$ cat src/rtl/ssd_pkg.sv
// ----------------------------------------------------------------------------
// Silence split detector package
// Shared widths, register indexes, reset values and the result record type.
// ----------------------------------------------------------------------------
package ssd_pkg;

   localparam int FRAME_BITS  = 32;
   localparam int SAMPLE_BITS = 16;
   localparam int OUT_BITS    = 32;

   localparam int LEVEL_BITS  = 16;
   localparam int SECS_BITS   = 16;
   localparam int RATE_BITS   = 18;
   localparam int CSR_BITS    = 18;
   localparam int CSR_IDX_BITS = 2;

   // (seconds + 1) * rate
   localparam int THR_BITS    = SECS_BITS + 1 + RATE_BITS;
   localparam int CMP_BITS    = (FRAME_BITS > THR_BITS) ? FRAME_BITS : THR_BITS;

   localparam int REQ_DATA_BITS = ((2 * SAMPLE_BITS + 7) / 8) * 8;
   localparam int RSP_DATA_BITS = 4 * OUT_BITS;

   localparam logic [LEVEL_BITS-1:0] LEVEL_RESET   = LEVEL_BITS'(10);
   localparam logic [SECS_BITS-1:0]  SECONDS_RESET = SECS_BITS'(60);
   localparam logic [RATE_BITS-1:0]  RATE_RESET    = RATE_BITS'(44100);
   localparam logic [THR_BITS-1:0]   THR_RESET     = THR_BITS'((60 + 1) * 44100);

   typedef enum logic [CSR_IDX_BITS-1:0] {
      CSR_SILENCE_LEVEL   = 2'd0,
      CSR_SILENCE_SECONDS = 2'd1,
      CSR_SAMPLE_RATE     = 2'd2
   } csr_index_type;

   typedef enum logic {
      KIND_SEGMENT = 1'b0,
      KIND_SUMMARY = 1'b1
   } result_kind_type;

   // Results caused by one item: an optional segment, then an optional summary.
   typedef struct packed {
      logic                  has_seg;
      logic                  has_sum;
      logic [OUT_BITS-1:0]   part;
      logic [OUT_BITS-1:0]   seg_start;
      logic [OUT_BITS-1:0]   seg_stop;
      logic [OUT_BITS-1:0]   longest;
   } rec_type;

endpackage

$ cat src/rtl/silence_split_detector.sv
// ----------------------------------------------------------------------------
// Silence split detector
// Finds long silent runs in a stereo frame stream and reports the segments
// between them, then a summary with the longest silence at end of stream.
// ----------------------------------------------------------------------------
//
//  channel | direction | tdata (low bit up)          | tuser       | tlast
//  --------+-----------+-----------------------------+-------------+---------------
//  req_    | in        | left_sample, right_sample   | -           | end_of_stream
//  rsp_    | out       | part_number, segment_start, | result_kind | last_result
//          |           | segment_stop, longest_silence|            |
//  csr_    | in        | write enable / index / data | -           | -
//
//  One frame per cycle: a frame is registered on transfer, classified and
//  folded into the run state from the input register, and its results land in
//  a two-record output buffer. The split threshold (seconds + 1) * rate is a
//  registered product of the configuration, so the per-frame path holds one
//  subtract and compare. The end item emits two transfers when it also closes
//  a segment. Reset is synchronous and clears all control state; no clearing
//  pass. A stalled result side fills the record buffer, then holds req_tready.
//
module silence_split_detector (
   input  logic                                   clock,
   input  logic                                   reset,

   input  logic                                   req_tvalid,
   output logic                                   req_tready,
   input  logic [ssd_pkg::REQ_DATA_BITS-1:0]      req_tdata,   // left_sample, right_sample
   input  logic                                   req_tlast,   // end_of_stream

   output logic                                   rsp_tvalid,
   input  logic                                   rsp_tready,
   output logic [ssd_pkg::RSP_DATA_BITS-1:0]      rsp_tdata,   // part_number, segment_start,
                                                               // segment_stop, longest_silence
   output logic                                   rsp_tuser,   // result_kind
   output logic                                   rsp_tlast,   // last_result

   input  logic                                   csr_wr_en,
   input  logic [ssd_pkg::CSR_IDX_BITS-1:0]       csr_index,
   input  logic [ssd_pkg::CSR_BITS-1:0]           csr_wdata
);

   localparam int SB = ssd_pkg::SAMPLE_BITS;
   localparam int FB = ssd_pkg::FRAME_BITS;
   localparam int OB = ssd_pkg::OUT_BITS;

   // ------------------------------------------------------------------
   // Configuration registers and split threshold
   // ------------------------------------------------------------------
   logic [ssd_pkg::LEVEL_BITS-1:0] level_ff,   level_in;
   logic [ssd_pkg::SECS_BITS-1:0]  seconds_ff, seconds_in;
   logic [ssd_pkg::RATE_BITS-1:0]  rate_ff,    rate_in;
   logic [ssd_pkg::RATE_BITS-1:0]  rate_eff;
   logic [ssd_pkg::THR_BITS-1:0]   thr_ff,     thr_in;

   always_comb begin
      level_in   = level_ff;
      seconds_in = seconds_ff;
      rate_in    = rate_ff;
      if (csr_wr_en) begin
         unique case (csr_index)
            ssd_pkg::CSR_SILENCE_LEVEL:   level_in   = csr_wdata[ssd_pkg::LEVEL_BITS-1:0];
            ssd_pkg::CSR_SILENCE_SECONDS: seconds_in = csr_wdata[ssd_pkg::SECS_BITS-1:0];
            ssd_pkg::CSR_SAMPLE_RATE:     rate_in    = csr_wdata[ssd_pkg::RATE_BITS-1:0];
            default: ;   // unmapped index: drop the write
         endcase
      end
      // A zero rate counts as one frame per second.
      rate_eff = (rate_in == '0) ? ssd_pkg::RATE_BITS'(1) : rate_in;
      // floor(run / rate) > seconds  <=>  run >= (seconds + 1) * rate
      thr_in   = ssd_pkg::THR_BITS'(({1'b0, seconds_in} + 1'b1))
                 * ssd_pkg::THR_BITS'(rate_eff);
   end

   always_ff @(posedge clock) begin
      if (reset) begin
         level_ff   <= ssd_pkg::LEVEL_RESET;
         seconds_ff <= ssd_pkg::SECONDS_RESET;
         rate_ff    <= ssd_pkg::RATE_RESET;
         thr_ff     <= ssd_pkg::THR_RESET;
      end else begin
         level_ff   <= level_in;
         seconds_ff <= seconds_in;
         rate_ff    <= rate_in;
         thr_ff     <= thr_in;
      end
   end

   // ------------------------------------------------------------------
   // Input register
   // ------------------------------------------------------------------
   logic          s1_valid_ff;
   logic [SB-1:0] s1_left_ff, s1_right_ff;
   logic          s1_end_ff;
   logic          s1_fire;
   logic          skid_valid_ff;

   // Hold the frame while the record buffer is full.
   assign s1_fire    = s1_valid_ff && !skid_valid_ff;
   assign req_tready = !s1_valid_ff || !skid_valid_ff;

   always_ff @(posedge clock) begin
      if (reset) begin
         s1_valid_ff <= 1'b0;
      end else if (req_tready) begin
         s1_valid_ff <= req_tvalid;
      end
   end

   always_ff @(posedge clock) begin
      if (req_tvalid && req_tready) begin
         s1_left_ff  <= req_tdata[SB-1:0];
         s1_right_ff <= req_tdata[2*SB-1:SB];
         s1_end_ff   <= req_tlast;
      end
   end

   // ------------------------------------------------------------------
   // Frame classification and run state
   // ------------------------------------------------------------------
   function automatic logic [SB:0] magnitude(input logic [SB-1:0] x);
      logic [SB:0] ext;
      begin
         ext = {x[SB-1], x};
         magnitude = x[SB-1] ? (~ext + 1'b1) : ext;
      end
   endfunction

   logic [FB-1:0] frame_ff,      frame_in;
   logic          sil_act_ff,    sil_act_in;
   logic [FB-1:0] sil_start_ff,  sil_start_in;
   logic          noise_act_ff,  noise_act_in;
   logic [FB-1:0] noise_start_ff, noise_start_in;
   logic [OB-1:0] part_ff,       part_in;
   logic [FB-1:0] max_run_ff,    max_run_in;

   logic          silent;
   logic [FB-1:0] run_len;
   logic [FB-1:0] run;
   logic          long_run;
   logic          close_seg;
   logic [OB-1:0] part_next;
   logic          push;
   ssd_pkg::rec_type push_rec;

   always_comb begin
      silent = !s1_end_ff
               && (32'(magnitude(s1_left_ff))  < 32'(level_ff))
               && (32'(magnitude(s1_right_ff)) < 32'(level_ff));

      // Run length wraps at the frame counter width.
      run_len   = frame_ff - sil_start_ff;
      // Run length so far; a run that starts on this frame has length zero.
      run       = sil_act_ff ? run_len : '0;
      long_run  = ssd_pkg::CMP_BITS'(run_len) >= ssd_pkg::CMP_BITS'(thr_ff);
      close_seg = !silent && sil_act_ff && noise_act_ff
                  && ((s1_end_ff && part_ff != '0) || long_run);
      part_next = close_seg ? part_ff + 1'b1 : part_ff;

      frame_in       = frame_ff;
      sil_act_in     = sil_act_ff;
      sil_start_in   = sil_start_ff;
      noise_act_in   = noise_act_ff;
      noise_start_in = noise_start_ff;
      part_in        = part_ff;
      max_run_in     = max_run_ff;

      if (silent) begin
         if (!sil_act_ff) begin
            sil_act_in   = 1'b1;
            sil_start_in = frame_ff;
         end
         if (run > max_run_ff) begin
            max_run_in = run;
         end
         frame_in = frame_ff + 1'b1;
      end else if (s1_end_ff) begin
         // End of stream: back to the reset state.
         frame_in       = '0;
         sil_act_in     = 1'b0;
         sil_start_in   = '0;
         noise_act_in   = 1'b0;
         noise_start_in = '0;
         part_in        = '0;
         max_run_in     = '0;
      end else begin
         // A closed segment restarts noise at this frame.
         if (!noise_act_ff || close_seg) begin
            noise_start_in = frame_ff;
         end
         noise_act_in = 1'b1;
         sil_act_in   = 1'b0;
         part_in      = part_next;
         frame_in     = frame_ff + 1'b1;
      end

      push               = s1_fire && (close_seg || s1_end_ff);
      push_rec.has_seg   = close_seg;
      push_rec.has_sum   = s1_end_ff;
      push_rec.part      = part_next;
      push_rec.seg_start = OB'(noise_start_ff);
      push_rec.seg_stop  = OB'(sil_start_ff);
      push_rec.longest   = OB'(max_run_ff);
   end

   always_ff @(posedge clock) begin
      if (reset) begin
         frame_ff       <= '0;
         sil_act_ff     <= 1'b0;
         sil_start_ff   <= '0;
         noise_act_ff   <= 1'b0;
         noise_start_ff <= '0;
         part_ff        <= '0;
         max_run_ff     <= '0;
      end else if (s1_fire) begin
         frame_ff       <= frame_in;
         sil_act_ff     <= sil_act_in;
         sil_start_ff   <= sil_start_in;
         noise_act_ff   <= noise_act_in;
         noise_start_ff <= noise_start_in;
         part_ff        <= part_in;
         max_run_ff     <= max_run_in;
      end
   end

   // ------------------------------------------------------------------
   // Record buffer: head record on the port, one skid record behind it
   // ------------------------------------------------------------------
   logic             head_valid_ff;
   ssd_pkg::rec_type head_ff, skid_ff;
   logic             phase_ff;       // set once the segment of the head went out
   logic             show_seg;
   logic             rsp_last;
   logic             pop;

   assign show_seg = head_ff.has_seg && !phase_ff;
   assign rsp_last = !show_seg || !head_ff.has_sum;
   assign pop      = head_valid_ff && rsp_tready && rsp_last;

   always_ff @(posedge clock) begin
      if (reset) begin
         head_valid_ff <= 1'b0;
         skid_valid_ff <= 1'b0;
         phase_ff      <= 1'b0;
      end else begin
         if (head_valid_ff && rsp_tready) begin
            phase_ff <= !rsp_last;
         end
         if (pop) begin
            // Advance: a new record never arrives while the skid is full.
            head_valid_ff <= skid_valid_ff || push;
            skid_valid_ff <= 1'b0;
         end else if (push) begin
            if (head_valid_ff) begin
               skid_valid_ff <= 1'b1;
            end else begin
               head_valid_ff <= 1'b1;
            end
         end
      end
   end

   always_ff @(posedge clock) begin
      if (pop) begin
         head_ff <= skid_valid_ff ? skid_ff : push_rec;
      end else if (push) begin
         if (head_valid_ff) begin
            skid_ff <= push_rec;
         end else begin
            head_ff <= push_rec;
         end
      end
   end

   // ------------------------------------------------------------------
   // Result port
   // ------------------------------------------------------------------
   assign rsp_tvalid = head_valid_ff;
   assign rsp_tlast  = rsp_last;
   assign rsp_tuser  = show_seg ? ssd_pkg::KIND_SEGMENT : ssd_pkg::KIND_SUMMARY;
   assign rsp_tdata  = {show_seg ? '0 : head_ff.longest,
                        show_seg ? head_ff.seg_stop  : '0,
                        show_seg ? head_ff.seg_start : '0,
                        head_ff.part};

endmodule

$ cat config.mk
export PLATFORM = sky130hd
export DESIGN_NAME = silence_split_detector
export DESIGN_NICKNAME = d
export VERILOG_FILES = /design/src/rtl/ssd_pkg.sv /design/src/rtl/silence_split_detector.sv
export SDC_FILE = /design/constraint.sdc
export NUM_CORES = 2
export LEC_CHECK = 0
export ABC_AREA = 1
export BUFFER_PORTS_ARGS = -buffer_cell sky130_fd_sc_hd__clkbuf_2
export CORE_MARGIN = 1.5
export CORE_UTILIZATION = 57
export DETAILED_ROUTE_END_ITERATION = 8
export PLACE_DENSITY = 0.78
export REMOVE_ABC_BUFFERS = 1
export SLEW_MARGIN = 20
export SYNTH_ARGS = -nofsm -noshare
export SYNTH_HDL_FRONTEND = slang
export SYNTH_SLANG_ARGS = --single-unit
$ cat constraint.sdc
create_clock -name clock -period 12.2 [get_ports clock]
set_clock_uncertainty 0.1 [all_clocks]
set_input_delay 2.44 -clock clock [delete_from_list [all_inputs] [get_ports clock]]
set_output_delay 2.44 -clock clock [all_outputs]
set_load 0.05 [all_outputs]
* Word level (Yosys, flattened, before mapping) *
Cells that the tools add are included.

storage, ports and cells
  memories = 0
  bits of input ports = 58
  bits in registers = 544
  word-level logic and storage cells = 123
  output and inout port bits = 132
  bits in latches = 0
  memory bits (read-only) = 0
  RAM bits = 0

cells by class
  mux-type cells = 31
  equality and inequality tests = 5
  multipliers = 1
  bitwise logic cells = 4
  $add $sub $neg = 6
  shift-type cells = 0
  div/mod/pow operators = 0
  $lt $le $gt $ge = 4
  reductions and logical operators = 42

operator list
  operator               number
  $mux 130               4
  $mux 32                15
  $add 32x1->32 const B  2
  $mux 18                3
  $ge 32x35->1           1
  $mul 17x18->35         1
  $add 17x1->17 const B  2
  $lt 17x16->1           2
  $mux 17                2
  $not 17->17            2
  $gt 32x32->1           1
  $mux 16                2
  $reduce_bool 32->1     1
  $sub 32x32->32         1
  $logic_not 18->1       1
  $add 16x1->17 const B  1
  $logic_and 1x1->1      12
  $reduce_and 3->1       4
  $logic_not 1->1        9
  $reduce_and 2->1       4
  $logic_or 1x1->1       6
  $reduce_bool 2->1      3
  $mux 1                 5
  $ne 2x1->1 const B     2
  other kinds (6)        7

* Logic depth before layout (Yosys ltp) *
  word-level depth = 14
  depth in mapped cells = 38
  gate-level depth less buffers = 37

* Worst setup path after synthesis *
OpenSTA, ideal clock, no wires.

  kind = register to register
  start = register frame_ff[0]
  end = register head_ff[0] (netlist name), enable pin
  arrival time = 12.383 ns
  cell stages (with the launch flop) = 27
  slack = -1.082 ns
  clock period less this slack = 13.282 ns
  path buffers = 1
  library setup time = 0.799 ns
  required time = 11.301 ns
  cells stage by stage = dfxtp_1 inv_1 ha_1 inv_1 fa_1 nand3_1 nand2_1 a21boi_0 o21bai_1 nand3_1 nand3_1 nand2_1 inv_1 ha_1 nand2_1 nor2_1 nand2_1 nor2_1 nand2_1 nand2_1 nand2_1 nand2_1 nand2_1 clkbuf_1 nand2_1 nand2_1 o21ai_0

on the way
  word-level cells in the longest chain between the ends = 8

RTL lines
  item                                line                           source
  start, declared                     silence_split_detector.sv:129  logic [FB-1:0] frame_ff, frame_in;
  start signal, assigned              silence_split_detector.sv:216  frame_ff <= frame_in;
  $sub 32x32->32                      silence_split_detector.sv:152  run_len = frame_ff - sil_start_ff;
  $ge 32x35->1                        silence_split_detector.sv:155  long_run = ssd_pkg::CMP_BITS'(run_len) >= ssd_pkg::CMP_BITS'(thr_ff);
  $logic_or 1x1->1                    silence_split_detector.sv:157  && ((s1_end_ff && part_ff != '0) || long_run);
  $logic_and 1x1->1                   silence_split_detector.sv:157
  $logic_or 1x1->1                    silence_split_detector.sv:197  push = s1_fire && (close_seg || s1_end_ff);
  $logic_and 1x1->1                   silence_split_detector.sv:197
  $reduce_bool 2->1 (no source line)  -
  $reduce_and 2->1 (no source line)   -
  end signal, assigned                silence_split_detector.sv:265  head_ff <= skid_valid_ff ? skid_ff : push_rec;
  end signal, assigned                silence_split_detector.sv:270  head_ff <= push_rec;
  end, declared                       silence_split_detector.sv:230  ssd_pkg::rec_type head_ff, skid_ff;

No other way between the ends.
A chain may end at the register's enable or synchronous reset.

* Worst setup path after layout *
  start = input port csr_index[1] (netlist name)
  end = register thr_ff[26] (netlist name)

on the way
  elaborated cells between the ends (all ways) = 10
  classes of those cells = add/sub: 1; mul: 1; eq/ne: 2; mux: 5; reduce/logical: 1

RTL lines
  item                           line                          source
  start, declared                silence_split_detector.sv:39  input logic [ssd_pkg::CSR_IDX_BITS-1:0] csr_index,
  $eq 2x1->1                     silence_split_detector.sv:61  unique case (csr_index)
  $mux 16                        silence_split_detector.sv:61
  $mux 16                        silence_split_detector.sv:60  if (csr_wr_en) begin
  named net seconds_in, one bit  silence_split_detector.sv:51  logic [ssd_pkg::SECS_BITS-1:0] seconds_ff, seconds_in;
  $add 16x1->17                  silence_split_detector.sv:71  thr_in = ssd_pkg::THR_BITS'(({1'b0, seconds_in} + 1'b1))
  $mul 17x18->35                 silence_split_detector.sv:72  * ssd_pkg::THR_BITS'(rate_eff);
  end signal, assigned           silence_split_detector.sv:80  thr_ff <= ssd_pkg::THR_RESET;
  end signal, assigned           silence_split_detector.sv:85  thr_ff <= thr_in;
  end, declared                  silence_split_detector.sv:54  logic [ssd_pkg::THR_BITS-1:0] thr_ff, thr_in;

The timed path passes the listed nets, and every way through them passes these cells.

==> results.cfg <==
[run_status]
outcome = complete, no violations

[routing]
drt_iter0_drc = 2944
ant_nets = 0
drtPass1Iterations = 6
wirelength_um = 101400
drt-wirelength-per-cell_um = 17.71
vias = 31191
remaining_drc_errors = 0
drt-vias-per-instance = 5.446

[synthesis]
synth-edff-count = 293
synth_area_um2 = 37690
syn_area_per_cell_um2 = 7.982
yosys.area.top_type = edfxtp_1
ys_seq_elements = 544
syn_inst = 4722
yosysTopAreaCellShare_pct = 23.34
synth_cell_types = 50
synth_area_leaders = edfxtp_1, dfxtp_1, fa_1
yosys_warnings = 0
synth_commonest_cells = nand2_1, inv_1, nor2_1
ys.flop_type = edfxtp_1
yosysMostFrequentCell = nand2_1
ys_async_sr_fraction_pct = 0
ys_seq_area_share_pct = 36.67

[clock_tree]
clk_pin_slew_ns = 0.07
h-tree-depth = 2
clockRootBuffer = clkbuf_16
clk_path_buf_depth = 3
cts_buffers = 56
post-cts-setup-buffers = 0
cts_tree = done
cts_resized = 0
clock_latency_ns = 0.63
clkSinkCount = 544
cts_hold_buf = 0

[global_routing]
antenna_found_initial = 1
grt_max_degree = 80
grt_pass1_wl_um = 158900
gr-total-overflow = 0
grt_usage_pct = 29.79
grt_pass1_vias = 29778

[setup_path]
crit_top_cell = fa_1
endpoint_kind = flop
slowest_delay_ns = 0.56
r2r-start = seconds_ff[0]
path_buf_inv = 9
timing.rr.end = thr_ff[26]
crit_required_ns = 12.65
worstRegToRegCells = 31
start_kind = input port
worst-path-max-fanout = 28
cp_slowest_cell = fa_1
r2r_setup_slack_ns = 4.64
cp.arrival_ns = 10.08
cpLargestDelayFamily = adder cells
crit_type = in -> reg

[hold_path]
hold_path.class = reg -> reg
min_path_cells = 0
hold_end = skid_ff[19]
min_from = max_run_ff[19]

[floorplan]
die_area_um2 = 67680
die_y_um = 260.2
fp.coreArea_um2 = 65630
num_io_pins = 190
num_rows = 94
start_util_pct = 57.43
die-width_um = 260.2

[sta]
setup_tns_ns = 0
drv_slew = 0
finalHoldViolCount = 0
period_needed_ns = 9.632
finalSetupViolations = 0
rsz0062_at_grt = false
clock.fmax_mhz = 103.8
slew_headroom_pct = 32.83
worstMarginPinSlew_ns = 1.006
period_share_pct = 78.95

[pwr]
ir_drop_uv = 163.6
switching_power_mw = 2.428
power_density_nw_per_um2 = 154.6
p_comb_share_pct = 38.9
total_power_mw = 6.363
swShare_pct = 38.16
seqPwrFrac_pct = 32.3
p_int_mw = 3.934
p_clk_share_pct = 28.9
p_leak_nw = 19.36

[cells_and_area]
layout-drive-gt1-share_pct = 8.104
final_util_pct = 62.71
area_growth_pct = 9.192
finalInstanceArea_um2 = 41160
nNetsFinal = 5352
fill_cells = 5715

[placed_design]
placed_area_um2 = 39160
gp_congestion = 1.012
port_buffers = 189
place_hpwl_um = 77070

[job]
cap_violations = 0
[cell usage in the layout (no fill, tap or decap), types with 65 or more instances in the layout]
cell | netlist | final
ha_1 | 240 | 240
a21oi_1 | 303 | 302
o21ai_0 | 222 | 219
edfxtp_1 | 293 | 293
clkbuf_2 | 0 | 188
nand2_1 | 1158 | 1156
xor2_1 | 65 | 65
dfxtp_1 | 251 | 251
inv_1 | 800 | 799
fa_1 | 240 | 240
nand3_1 | 151 | 151
nor2_1 | 522 | 518
[layout make-up]
type	instances	area, µm²	area share, %
Antenna cell	1	2.502	0.006080
Clock buffer	77	1593	3.870
Clock inverter	29	396.6	0.9637
Inverter	816	3063	7.442
Multi-Input combinational cell	3172	19990	48.56
Sequential cell	544	13820	33.59
Tap cell	864	1081	2.627
Timing Repair Buffer	224	1211	2.943
[power by group through the flow]
stage	combinational [mW]	clock, mW	sequential [mW]
after floorplan	1.77	0	2.11
after global placement	2.39	0	2.09
after detailed placement	2.45	0	2.09
after CTS	2.47	1.86	2.05
after global routing	2.82	1.92	2.06
final	2.47	1.84	2.05
[cell families (layout without fill, tap and decap cells)]
family	Yosys count	count (layout)	synth area share, %
buf+inv	1006	1146	10.46
compound gates	606	606	8.544
flops	544	544	36.67
other cells	0	1	0
simple gates	1999	1999	21.58
xor+xnor	87	87	2.022
fa+ha+maj	480	480	20.71
[metal layers]
| layer | global-route usage (%) | share of wire, % | vias to the layer above |
|---|---|---|---|
| met4 | 13.33 | 4.6 | 2 |
| met5 | 0 | 0.015 | - |
| li1 | - | - | 14977 |
| met1 | 38.11 | 40 | 14703 |
| met3 | 3.860 | 6.7 | 274 |
| met2 | 50.49 | 48 | 1235 |
[metrics by stage]
| stage | hold slack [ns] | std cells | worst slack (ns) |
|---|---|---|---|
| 2_1_floorplan | 0.3082 | 4532 | -1.304 |
| 3_3_place_gp | 0.3107 | 5620 | 2.209 |
| 3_5_place_dp | 0.3174 | 5620 | 1.984 |
| 4_1_cts | 0.3333 | 5726 | 2.608 |
| 5_1_grt | 0.3356 | 5726 | 1.856 |
| 6_report | 0.3358 | 5727 | 2.568 |
[registers in the layout, indices dropped and copies added (netlist names), 16 cells and up]
name            cells
seconds_ff         16
level_ff           16
thr_ff             35
frame_ff           32
skid_ff           130
s1_left_ff         16
head_ff            98
max_run_ff         32
sil_start_ff       32
s1_right_ff        16
rate_ff            18
noise_start_ff     32
rsp_tdata          32
part_ff            32
[worst max path at each step]
stage	start	endpoint	slack, ns	cells after the start
finish	csr_index[1]	thr_ff[26]	2.57	33
global route	csr_index[1]	thr_ff[26]	1.86	33
CTS	csr_index[1]	thr_ff[26]	2.61	33
detailed placement	csr_index[1]	thr_ff[26]	1.98	33
global placement	csr_index[1]	thr_ff[26]	2.21	33
floorplan	frame_ff[0]	head_ff[0]	-1.30	25
Note: power is estimated with default switching activity, not from simulation.
